<file path="config.mk">
export PLATFORM = sky130hd
export DESIGN_NAME = piecewise_linear_dimming_map_core
export DESIGN_NICKNAME = d
export VERILOG_FILES = /design/src/design/pldm_pkg.sv /design/src/design/pldm_cfg.sv /design/src/design/pldm_div.sv /design/src/design/piecewise_linear_dimming_map_core.sv
export SDC_FILE = /design/constraint.sdc
export NUM_CORES = 1
export LEC_CHECK = 0
export ABC_AREA = 1
export BUFFER_PORTS_ARGS = -buffer_cell sky130_fd_sc_hd__buf_2
export CAP_MARGIN = 30
export CORE_UTILIZATION = 30
export DETAILED_ROUTE_END_ITERATION = 8
export GPL_ROUTABILITY_DRIVEN = 1
export PLACE_DENSITY = 0.46
export SYNTH_ARGS = -nofsm -noshare
export SYNTH_HDL_FRONTEND = slang
export SYNTH_SLANG_ARGS = --single-unit
</file>
<file path="constraint.sdc">
create_clock -name clk -period 24.4 [get_ports clk]
set_input_delay 1.22 -clock clk [delete_from_list [all_inputs] [get_ports clk]]
set_output_delay 1.22 -clock clk [all_outputs]
set_load 0.05 [all_outputs]
</file>
<file path="src/design/pldm_pkg.sv">
// Shared types and constants for the piecewise-linear dimming map.
// No dependencies; imported by every design file of the block.
`default_nettype none

package pldm_pkg;

    localparam int BREAKPOINTS = 4;
    localparam int SEGMENTS    = BREAKPOINTS - 1;
    localparam int PT_W        = $clog2(BREAKPOINTS);

    localparam int REQ_W     = 16;
    localparam int LEVEL_W   = 10;
    localparam int DUTY_W    = 16;
    localparam int PROD_W    = LEVEL_W + DUTY_W;
    localparam int CNT_W     = $clog2(PROD_W);
    localparam int CFG_IDX_W = 3;
    localparam int CFG_DATA_W = 16;

    localparam int LEVEL_MAX = 1000;

    localparam logic [CFG_IDX_W-1:0] REG_LEVEL0 = 3'd0;
    localparam logic [CFG_IDX_W-1:0] REG_DUTY0  = 3'd4;

    localparam logic [3:0][LEVEL_W-1:0] LEVEL_RST = {10'd1000, 10'd500, 10'd250, 10'd0};
    localparam logic [3:0][DUTY_W-1:0]  DUTY_RST  = {16'd65535, 16'd16000, 16'd4000, 16'd0};

    typedef logic [BREAKPOINTS-1:0][LEVEL_W-1:0] level_arr_t;
    typedef logic [BREAKPOINTS-1:0][DUTY_W-1:0]  duty_arr_t;

    typedef struct packed {
        logic start;
        logic [PROD_W-1:0] dividend;
        logic [LEVEL_W-1:0] divisor;
    } div_req_t;

    typedef struct packed {
        logic busy;
        logic done;
    } div_stat_t;

    typedef enum logic [2:0] {
        ST_IDLE,
        ST_SEARCH,
        ST_MUL,
        ST_DIV,
        ST_DONE
    } state_t;

endpackage

`default_nettype wire

</file>
<file path="src/design/pldm_cfg.sv">
// Breakpoint register file: level and duty per point, written by index.
// Depends on pldm_pkg.
`default_nettype none

module pldm_cfg (
    input  wire logic                           clk,
    input  wire logic                           rst_n,
    input  wire logic                           wr_en,
    input  wire logic [pldm_pkg::CFG_IDX_W-1:0] wr_index,
    input  wire logic [pldm_pkg::CFG_DATA_W-1:0] wr_data,
    output pldm_pkg::level_arr_t                levels,
    output pldm_pkg::duty_arr_t                 duties
);
    import pldm_pkg::*;

    level_arr_t level_reg;
    duty_arr_t  duty_reg;

    always_ff @(posedge clk or negedge rst_n)
    begin
        if (!rst_n)
        begin
            for (int i = 0; i < BREAKPOINTS; i++)
            begin
                level_reg[i] <= LEVEL_RST[i];
                duty_reg[i]  <= DUTY_RST[i];
            end
        end
        else if (wr_en)
        begin
            for (int i = 0; i < BREAKPOINTS; i++)
            begin
                if (wr_index == CFG_IDX_W'(REG_LEVEL0 + i))
                    level_reg[i] <= wr_data[LEVEL_W-1:0];
                if (wr_index == CFG_IDX_W'(REG_DUTY0 + i))
                    duty_reg[i] <= wr_data[DUTY_W-1:0];
            end
        end
    end

    assign levels = level_reg;
    assign duties = duty_reg;

endmodule

`default_nettype wire

</file>
<file path="src/design/pldm_div.sv">
// Restoring radix-2 divider, one quotient bit per cycle.
// Depends on pldm_pkg.
`default_nettype none

module pldm_div (
    input  wire logic                         clk,
    input  wire logic                         rst_n,
    input  pldm_pkg::div_req_t                req,
    output pldm_pkg::div_stat_t               stat,
    output logic [pldm_pkg::PROD_W-1:0]       quotient
);
    import pldm_pkg::*;

    logic                busy_reg,  busy_next;
    logic [CNT_W-1:0]    cnt_reg,   cnt_next;
    logic [PROD_W-1:0]   dq_reg,    dq_next;
    logic [LEVEL_W-1:0]  rem_reg,   rem_next;
    logic [LEVEL_W-1:0]  den_reg,   den_next;
    logic [LEVEL_W:0]    trial;
    logic [LEVEL_W:0]    diff;
    logic                fits;

    assign trial = {rem_reg, dq_reg[PROD_W-1]};
    assign diff  = trial - {1'b0, den_reg};
    assign fits  = trial >= {1'b0, den_reg};

    always_comb
    begin
        busy_next = busy_reg;
        cnt_next  = cnt_reg;
        dq_next   = dq_reg;
        rem_next  = rem_reg;
        den_next  = den_reg;
        if (req.start)
        begin
            busy_next = 1'b1;
            cnt_next  = CNT_W'(PROD_W - 1);
            dq_next   = req.dividend;
            rem_next  = '0;
            den_next  = req.divisor;
        end
        else if (busy_reg)
        begin
            dq_next  = {dq_reg[PROD_W-2:0], fits};
            rem_next = fits ? diff[LEVEL_W-1:0] : trial[LEVEL_W-1:0];
            cnt_next = cnt_reg - 1'b1;
            if (cnt_reg == '0)
                busy_next = 1'b0;
        end
    end

    always_ff @(posedge clk or negedge rst_n)
    begin
        if (!rst_n)
        begin
            busy_reg <= 1'b0;
            cnt_reg  <= '0;
        end
        else
        begin
            busy_reg <= busy_next;
            cnt_reg  <= cnt_next;
        end
    end

    always_ff @(posedge clk)
    begin
        dq_reg  <= dq_next;
        rem_reg <= rem_next;
        den_reg <= den_next;
    end

    assign stat.busy = busy_reg;
    assign stat.done = busy_reg && (cnt_reg == '0);
    assign quotient  = dq_reg;

endmodule

`default_nettype wire

</file>
<file path="src/design/piecewise_linear_dimming_map_core.sv">
// Top level of the piecewise-linear dimming map: sequencer, segment search, multiply and
// output register around the divider. Depends on pldm_pkg, pldm_cfg, pldm_div.
//
//   channel  | handshake            | payload
//   ---------+----------------------+-------------------------------
//   in       | in_valid / in_ready  | requested_level
//   out      | out_valid / out_ready| duty_value, map_error
//   cfg      | cfg_valid / cfg_ready| cfg_index, cfg_data
//
// A request passes an accept step, a search one segment at a time, a multiply step, the
// bit-serial divider and a load into the output register.
// A repeated request gives no result; uncovered levels and zero-width hits skip the divider.
// in_ready is high only while the sequencer is idle; a waiting result stalls only the load.
// Reset clears the breakpoints to their defaults and forgets the last request.
`default_nettype none

module piecewise_linear_dimming_map_core (
    input  wire logic                            clk,
    input  wire logic                            rst_n,
    input  wire logic                            in_valid,
    output logic                                 in_ready,
    input  wire logic signed [pldm_pkg::REQ_W-1:0] requested_level,
    output logic                                 out_valid,
    input  wire logic                            out_ready,
    output logic [pldm_pkg::DUTY_W-1:0]          duty_value,
    output logic                                 map_error,
    input  wire logic                            cfg_valid,
    output logic                                 cfg_ready,
    input  wire logic [pldm_pkg::CFG_IDX_W-1:0]  cfg_index,
    input  wire logic [pldm_pkg::CFG_DATA_W-1:0] cfg_data
);
    import pldm_pkg::*;

    state_t              state_reg, state_next;
    logic                last_valid_reg, last_valid_next;
    logic [REQ_W-1:0]    last_req_reg,   last_req_next;
    logic [LEVEL_W-1:0]  x_reg,          x_next;
    logic [PT_W-1:0]     seg_reg,        seg_next;
    logic                err_reg,        err_next;
    logic                neg_reg,        neg_next;
    logic [DUTY_W-1:0]   base_reg,       base_next;
    logic                out_valid_reg,  out_valid_next;
    logic [DUTY_W-1:0]   duty_reg,       duty_next;
    logic                err_out_reg,    err_out_next;

    level_arr_t          levels;
    duty_arr_t           duties;
    div_req_t            div_req;
    div_stat_t           div_stat;
    logic [PROD_W-1:0]   quotient;

    logic                in_accept;
    logic                dup;
    logic [LEVEL_W-1:0]  x_clamped;
    logic [PT_W-1:0]     seg_hi;
    logic [LEVEL_W-1:0]  lo_lvl, hi_lvl;
    logic [DUTY_W-1:0]   lo_duty, hi_duty;
    logic                hit, zero_width, last_seg;
    logic [DUTY_W:0]     dd;
    logic [DUTY_W-1:0]   dd_mag;
    logic [LEVEL_W-1:0]  dx;
    logic [DUTY_W-1:0]   q16;
    logic                slot_free;

    pldm_cfg u_cfg (
        .clk      (clk),
        .rst_n    (rst_n),
        .wr_en    (cfg_valid && cfg_ready),
        .wr_index (cfg_index),
        .wr_data  (cfg_data),
        .levels   (levels),
        .duties   (duties)
    );

    pldm_div u_div (
        .clk      (clk),
        .rst_n    (rst_n),
        .req      (div_req),
        .stat     (div_stat),
        .quotient (quotient)
    );

    assign cfg_ready = 1'b1;
    assign in_ready  = (state_reg == ST_IDLE);
    assign in_accept = in_valid && in_ready;
    assign dup       = last_valid_reg && (requested_level == last_req_reg);
    assign slot_free = !out_valid_reg || out_ready;

    always_comb
    begin
        if (requested_level[REQ_W-1])
            x_clamped = '0;
        else if (requested_level > REQ_W'(LEVEL_MAX))
            x_clamped = LEVEL_W'(LEVEL_MAX);
        else
            x_clamped = requested_level[LEVEL_W-1:0];
    end

    assign seg_hi     = PT_W'(seg_reg + 1'b1);
    assign lo_lvl     = levels[seg_reg];
    assign hi_lvl     = levels[seg_hi];
    assign lo_duty    = duties[seg_reg];
    assign hi_duty    = duties[seg_hi];
    assign hit        = (lo_lvl <= x_reg) && (x_reg <= hi_lvl);
    assign zero_width = (lo_lvl == hi_lvl);
    assign last_seg   = (seg_reg == PT_W'(SEGMENTS - 1));

    assign dd     = {1'b0, hi_duty} - {1'b0, lo_duty};
    assign dd_mag = dd[DUTY_W] ? DUTY_W'(-dd) : dd[DUTY_W-1:0];
    assign dx     = x_reg - lo_lvl;
    assign q16    = quotient[DUTY_W-1:0];

    assign div_req.start    = (state_reg == ST_MUL);
    assign div_req.dividend = PROD_W'(dx) * PROD_W'(dd_mag);
    assign div_req.divisor  = hi_lvl - lo_lvl;

    always_comb
    begin
        state_next = state_reg;
        unique case (state_reg)
            ST_IDLE:
                if (in_accept && !dup)
                    state_next = ST_SEARCH;
            ST_SEARCH:
                if (hit)
                    state_next = zero_width ? ST_DONE : ST_MUL;
                else if (last_seg)
                    state_next = ST_DONE;
            ST_MUL:
                state_next = ST_DIV;
            ST_DIV:
                if (div_stat.done)
                    state_next = ST_DONE;
            ST_DONE:
                if (slot_free)
                    state_next = ST_IDLE;
            default:
                state_next = ST_IDLE;
        endcase
    end

    always_comb
    begin
        last_valid_next = last_valid_reg;
        last_req_next   = last_req_reg;
        x_next          = x_reg;
        seg_next        = seg_reg;
        err_next        = err_reg;
        neg_next        = neg_reg;
        base_next       = base_reg;
        out_valid_next  = out_valid_reg && !out_ready;
        duty_next       = duty_reg;
        err_out_next    = err_out_reg;
        unique case (state_reg)
            ST_IDLE:
                if (in_accept && !dup)
                begin
                    last_valid_next = 1'b1;
                    last_req_next   = requested_level;
                    x_next          = x_clamped;
                    seg_next        = '0;
                    err_next        = 1'b1;
                end
            ST_SEARCH:
                if (!hit && !last_seg)
                    seg_next = seg_hi;
            ST_MUL:
            begin
                err_next  = 1'b0;
                neg_next  = dd[DUTY_W];
                base_next = lo_duty;
            end
            ST_DIV:
            begin
            end
            ST_DONE:
                if (slot_free)
                begin
                    out_valid_next = 1'b1;
                    err_out_next   = err_reg;
                    if (err_reg)
                        duty_next = '0;
                    else
                        duty_next = neg_reg ? base_reg - q16 : base_reg + q16;
                end
            default:
            begin
            end
        endcase
    end

    always_ff @(posedge clk or negedge rst_n)
    begin
        if (!rst_n)
        begin
            state_reg      <= ST_IDLE;
            last_valid_reg <= 1'b0;
            out_valid_reg  <= 1'b0;
        end
        else
        begin
            state_reg      <= state_next;
            last_valid_reg <= last_valid_next;
            out_valid_reg  <= out_valid_next;
        end
    end

    always_ff @(posedge clk)
    begin
        last_req_reg <= last_req_next;
        x_reg        <= x_next;
        seg_reg      <= seg_next;
        err_reg      <= err_next;
        neg_reg      <= neg_next;
        base_reg     <= base_next;
        duty_reg     <= duty_next;
        err_out_reg  <= err_out_next;
    end

    assign out_valid  = out_valid_reg;
    assign duty_value = duty_reg;
    assign map_error  = err_out_reg;

endmodule

`default_nettype wire

</file>
==> results of run 1 <==
## critical path: cells and delay by family (launching register included)
family | cells | cell delay, ns
fa+ha+maj | 9 | 3.66
buf+inv | 12 | 2.19
simple gates | 17 | 2.05
compound gates | 6 | 1.14
flops | 1 | 0.35
## cells in the mapped netlist, drive strengths merged, types with 7 or more instances
master,n
o211ai,9
o21bai,13
nor2,242
xor2,39
ha,136
o22ai,18
a21oi,161
dfstp,46
dfxtp,10
nand3,92
edfxtp,99
nand2,638
inv,378
xnor2,23
o21ai,202
fa,115
clkbuf,66
dfrtp,69
buf,13
nand4,16
a32o,7
nor3,19
a32oi,27
a31oi,11
## cells by family after synthesis
kind of cell,count (synthesis),share of synthesized area [%]
buffers and inverters,459,9.069
other,1,0.01924
and+or+nand+nor,1023,22.16
adders and majority gates,251,20.54
AOI/OAI and AO/OA,474,14.05
DFF,224,31.34
xor gates and xnor gates,62,2.824
## final timing paths
kind / end / slack [ns] / depth (start not counted)
max in group asynchronous: u_cfg.duties[62] / 22.52 / 3
setup / recovery: u_div.quotient[21] / 14.61 / 44
setup reg to reg: u_div.quotient[21] / 14.61 / 44
hold reg to reg: u_div.rem_reg[9] / 0.47 / 2
min in group asynchronous: u_cfg.levels[23] / 0.64 / 1
hold / removal: u_div.rem_reg[9] / 0.47 / 2
## area by class of cell
class	instances	area, um2
inverters	380	1436
fillers	6863	42680
diodes	1	2.502
repair buffers	78	523.0
flip-flops and latches	224	6108
well taps	855	1070
clock buffers	40	795.8
clock inverters	12	97.59
multi-input cells	1811	11630
## per-layer routing
metal  vias up  routed length (um)
met1      7666               25520
met3        85                1995
met5         -                   0
met4         0                1809
met2       349               24830
li1       8159                   -
## metrics by stage
step / setup slack (ns) / hold slack [ns] / cells / utilization [%] / area (um2)
4_1_cts: 14.64 / 0.4711 / 3399 / 33.63 / 21640
6_report: 14.61 / 0.4655 / 3401 / 33.67 / 21660
5_1_grt: 13.70 / 0.4926 / 3400 / 33.66 / 21660
3_5_place_dp: 14.65 / 0.4608 / 3347 / 32.24 / 20750
3_3_place_gp: 14.83 / 0.4628 / 3343 / 32.09 / 20650
2_1_floorplan: 16.31 / 0.4212 / 2494 / - / 19490
==> results.md, run 1 <==
* Worst Setup SP: seg_reg[0]
* Nets at 2814
* Synth Register Bits at 224
* Max Clock Skew at 0.02845 ns
* Drt wl/cell at 15.92 um
* CTS tree: yes
* Met2 usage in global routing at 27.70%
* Crit share post-route at 40.12%
* Met3 Usage GRT at 1.645%
* CP Data Required Time at 24.70 ns
* EDFF count, synth at 99
* Critical path type: register to register
* Final hold vios at 0
* Crit-path most repeated cell: nand2_1
* CP peak stage delay at 0.72 ns
* Total track usage at 16.63%
* CP max stage cell: buf_4
* Cell count after synthesis at 2494
* # port buffers at 58
* Area grow syn2layout at 11.13%
* Mean Syn Cell Area at 7.816 um2
* Grt peak-use layer: met2
* RD Place Congestion at 0.8773
* Final wirelength at 54.15 mm
* Fin crit period at 9.790 ns
* Min-Delay Path Class: register to register
* Setup crit end kind: register
* Depth of the CTS H-tree at 1
* Vias per std cell at 4.781
* Final ANT Viol Nets at 0
* Worst-Margin Slew at 0.9736 ns
* Max Cap Viol at 0
* Die span in y at 256.9 um
* Top FF cell, synth: edfxtp_1
* Pin count of the biggest net entering global routing at 105
* Top cell type's share of synthesized area at 15.25%
* Initial Utilization at 30.29%
* Gr ovfl total at 0
* F_max at 102.1 MHz
* Worst-Skew Late Latency at 0.57 ns
* Met1 usage at 22.54%
* Post-CTS setup buffer count at 0
* Fin. max-slew vios at 0
* Hold_buf cts at 0
* Cell variety after synth at 60
* Synth warnings at 0
* Setup TNS at 0 ns
* Worst-path maximum fanout at 104
* DRC Markers at 0
* Synth Cell Area at 19490 um2
* Post-synthesis async set-or-reset flop share at 51.34%
* Io pins at 60
* Final setup violation count at 0
* Slew margin rel. at 35.02%
* Iteration-0 DRC count of the detailed router at 903
* CTS-repair resized insts at 0
* Vias in the first global route at 16510
* Die width at 256.9 um
* Core area at 64350 um2
* Row cnt at 93
* Seq/Total Area, Yosys at 31.34%
* Via Count at 16260
* Hold_sp: u_div.rem_reg[9]
* Synth area leaders: edfxtp_1, fa_1, nand2_1, dfrtp_1, ha_1
* Most frequent cells in the layout: nand2_1, inv_1, nor2_1, o21ai_0, a21oi_1
* First-pass GRT wire length at 88.13 mm
* Initial antenna violation count at 1
* Share of layout cells above drive strength 1 at 10.84%
* 1st-pass router iterations at 5
* Startpoint type of the worst setup path: register
* Crit path DAT at 10.09 ns
* Worst r2r src: seg_reg[0]
* Clk buf depth at 3
* Syn nets at 2785
* Post-synth top area cell: edfxtp_1
* CTS Buf Count at 28
* Status: completed
* RSZ-0062 raised after global routing: false
* Leading cell type in the layout, fill and taps excluded: nand2_1
* Die area at 66000 um2
* Reg clk slew, reported paths at 0.06 ns
* Clock sink count at 224
* Post-DP HPWL at 42.73 mm
* CTS Root Cell: clkbuf_16
* Max reg flops at 64
Power of run 1 is not shown: default switching activity piles up to over one toggle a cycle in this logic, so the estimate is an artifact.
==> inputs of run 2 (changes only) <==
- PLACE_DENSITY: 0.46 -> 0.48
- clock period: 24.4 -> 8 ns (I/O delays scaled with it)
==> run 2 against run 1 <==
  * Clock-buffer cell count decreased by 4
  * Final cell count increased by 2.6%
  * Critical endpoint is now u_div.quotient[22]
  * Wire length increased by 2.7%
  * Non-clock buffer count increased by 88
  * Hold slack got worse by 0.43 ns
  * Critical path depth decreased by 6
  * Sequential share of layout area decreased by 1.4 points
==> results.md, run 2 (synthesized netlist as in run 1, its figures left out) <==
* Total track usage at 16.55% (-0.080 points)
* Max reg flops at 64 (unchanged)
* N_diodes at 0 (-1)
* Critical path type: register to register
* CTS Root Cell: clkbuf_16
* Die span in y at 256.9 um (unchanged)
* F_max at 132.1 MHz (+29%)
* Worst-path maximum fanout at 13 (-88%)
* Min-Delay Path Class: input port to register
* Final wirelength at 55.60 mm (+2.7%)
* Gr ovfl total at 0 (unchanged)
* Pre-CTS WS at 0.2055 ns (-14.44 ns)
* Final setup margin at 0.4302 ns (-14.18 ns)
* CP max stage cell: fa_1
* Crit share post-route at 94.62% (+54 points)
* Nets at 2902 (+3.1%)
* Flip-flop and latch area at 6108 um2 (unchanged)
* RSZ-0062 raised after global routing: true
* WP buf/inv at 11 (-1)
* Fill count at 6729 (-2.0%)
* Worst-Margin Slew at 0.8577 ns (-0.1159 ns)
* Crit path DAT at 7.86 ns (-2.23 ns)
* Post-DP HPWL at 42.89 mm (+0.37%)
* Most frequent cells in the layout: nand2_1, inv_1, nor2_1, o21ai_0, a21oi_1
* Clock sink count at 224 (unchanged)
* Multi-input logic area at 11850 um2 (+1.9%)
* Max Cap Viol at 0 (unchanged)
* Vias per std cell at 4.813 (+0.67%)
* Startpoint type of the worst setup path: register
* Vias in the first global route at 16990 (+2.9%)
* Die width at 256.9 um (unchanged)
* Reg clk slew, reported paths at 0.06 ns (about the same)
* Finished Core Util at 35.41% (+1.7 points)
* Die area at 66000 um2 (unchanged)
* Initial Utilization at 30.29% (unchanged)
* Share of layout cells above drive strength 1 at 15.04% (+4.2 points)
* Pin count of the biggest net entering global routing at 107 (+1.9%)
* Final hold vios at 0 (unchanged)
* CP top delay family: adder cells
* Final ANT Viol Nets at 0 (unchanged)
* DRC Markers at 0 (unchanged)
* # port buffers at 58 (unchanged)
* Area grow syn2layout at 16.90%
* Slew margin rel. at 42.66% (+7.6 points)
* CP peak stage delay at 0.54 ns (-0.18 ns)
* CTS tree: yes
* Worst-Skew Late Latency at 0.59 ns (+0.02 ns)
* First-pass GRT wire length at 88.94 mm (+0.92%)
* Setup crit end kind: register
* CTS Buf Count at 28 (unchanged)
* Row cnt at 93 (unchanged)
* Clk buf depth at 3 (unchanged)
* Fin. max-slew vios at 0 (unchanged)
* Via Count at 16790 (+3.2%)
* Initial antenna violation count at 0 (-1)
* Fin crit period at 7.570 ns (-2.220 ns)
* Depth of the CTS H-tree at 1 (unchanged)
* 1st-pass router iterations at 5 (unchanged)
* RD Place Congestion at 0.8829 (+0.64%)
* Final setup violation count at 0 (unchanged)
* CP Data Required Time at 8.29 ns (-16.41 ns)
* Drt wl/cell at 15.94 um (+0.10%)
* Status: completed
* Io pins at 60 (unchanged)
* Leading cell type in the layout, fill and taps excluded: nand2_1
* Max Clock Skew at 0.03336 ns (+0.004909 ns)
* Core area at 64350 um2 (unchanged)
* Iteration-0 DRC count of the detailed router at 1014 (+12%)
[run 2: layer usage]
| layer | GRT usage, % | part of all wire, % | routed length, um |
|---|---|---|---|
| met5 | 0 | 0 | 0 |
| met4 | 5.026 | 3.0 | 1648 |
| met1 | 21.94 | 46 | 25810 |
| met2 | 28.18 | 47 | 25980 |
| met3 | 1.872 | 3.9 | 2151 |
[run 2: area by class of cell]
cell class	instances	area share (%)
multi-input cells	1811	52.00
flip-flops and latches	224	26.81
repair buffers	166	5.963
clock inverters	16	0.9718
inverters	380	6.314
clock buffers	36	3.250
well taps	855	4.694
[run 2: path summary, 6_finish.rpt]
path                               startpoint            endpoint  slack [ns]  cells after the start
min                        requested_level[9]     last_req_reg[9]        0.04                      1
max                                seg_reg[0]  u_div.quotient[22]        0.43                     38
min in group asynchronous               rst_n     u_cfg.levels[5]        0.31                      2
min reg2reg                  u_div.rem_reg[9]    u_div.rem_reg[9]        0.47                      2
max reg2reg                        seg_reg[0]  u_div.quotient[22]        0.43                     38
max in group asynchronous               rst_n    u_cfg.duties[62]        6.48                      4
[run 2: through the flow]
step | TNS (ns) | hold slack, ns | instance area (um2) | std cells
final | 0 | 0.03787 | 22790 | 3488
after global routing | -0.5605 | 0.007261 | 22790 | 3488
after CTS | 0 | 0.0006882 | 22410 | 3479
after detailed placement | 0 | 0.3996 | 21360 | 3418
after global placement | 0 | 0.3943 | 21250 | 3414
after floorplan | 0 | 0.1044 | 19490 | 2494
[run 2: what timing repair did]
item                       CTS  global route
hold endpoints to repair    28             0
setup endpoints to repair    0            16
hold buffers                 9             0
gates resized for setup      0            53
setup buffers                0             4
Power of run 2 is left out for the same reason.
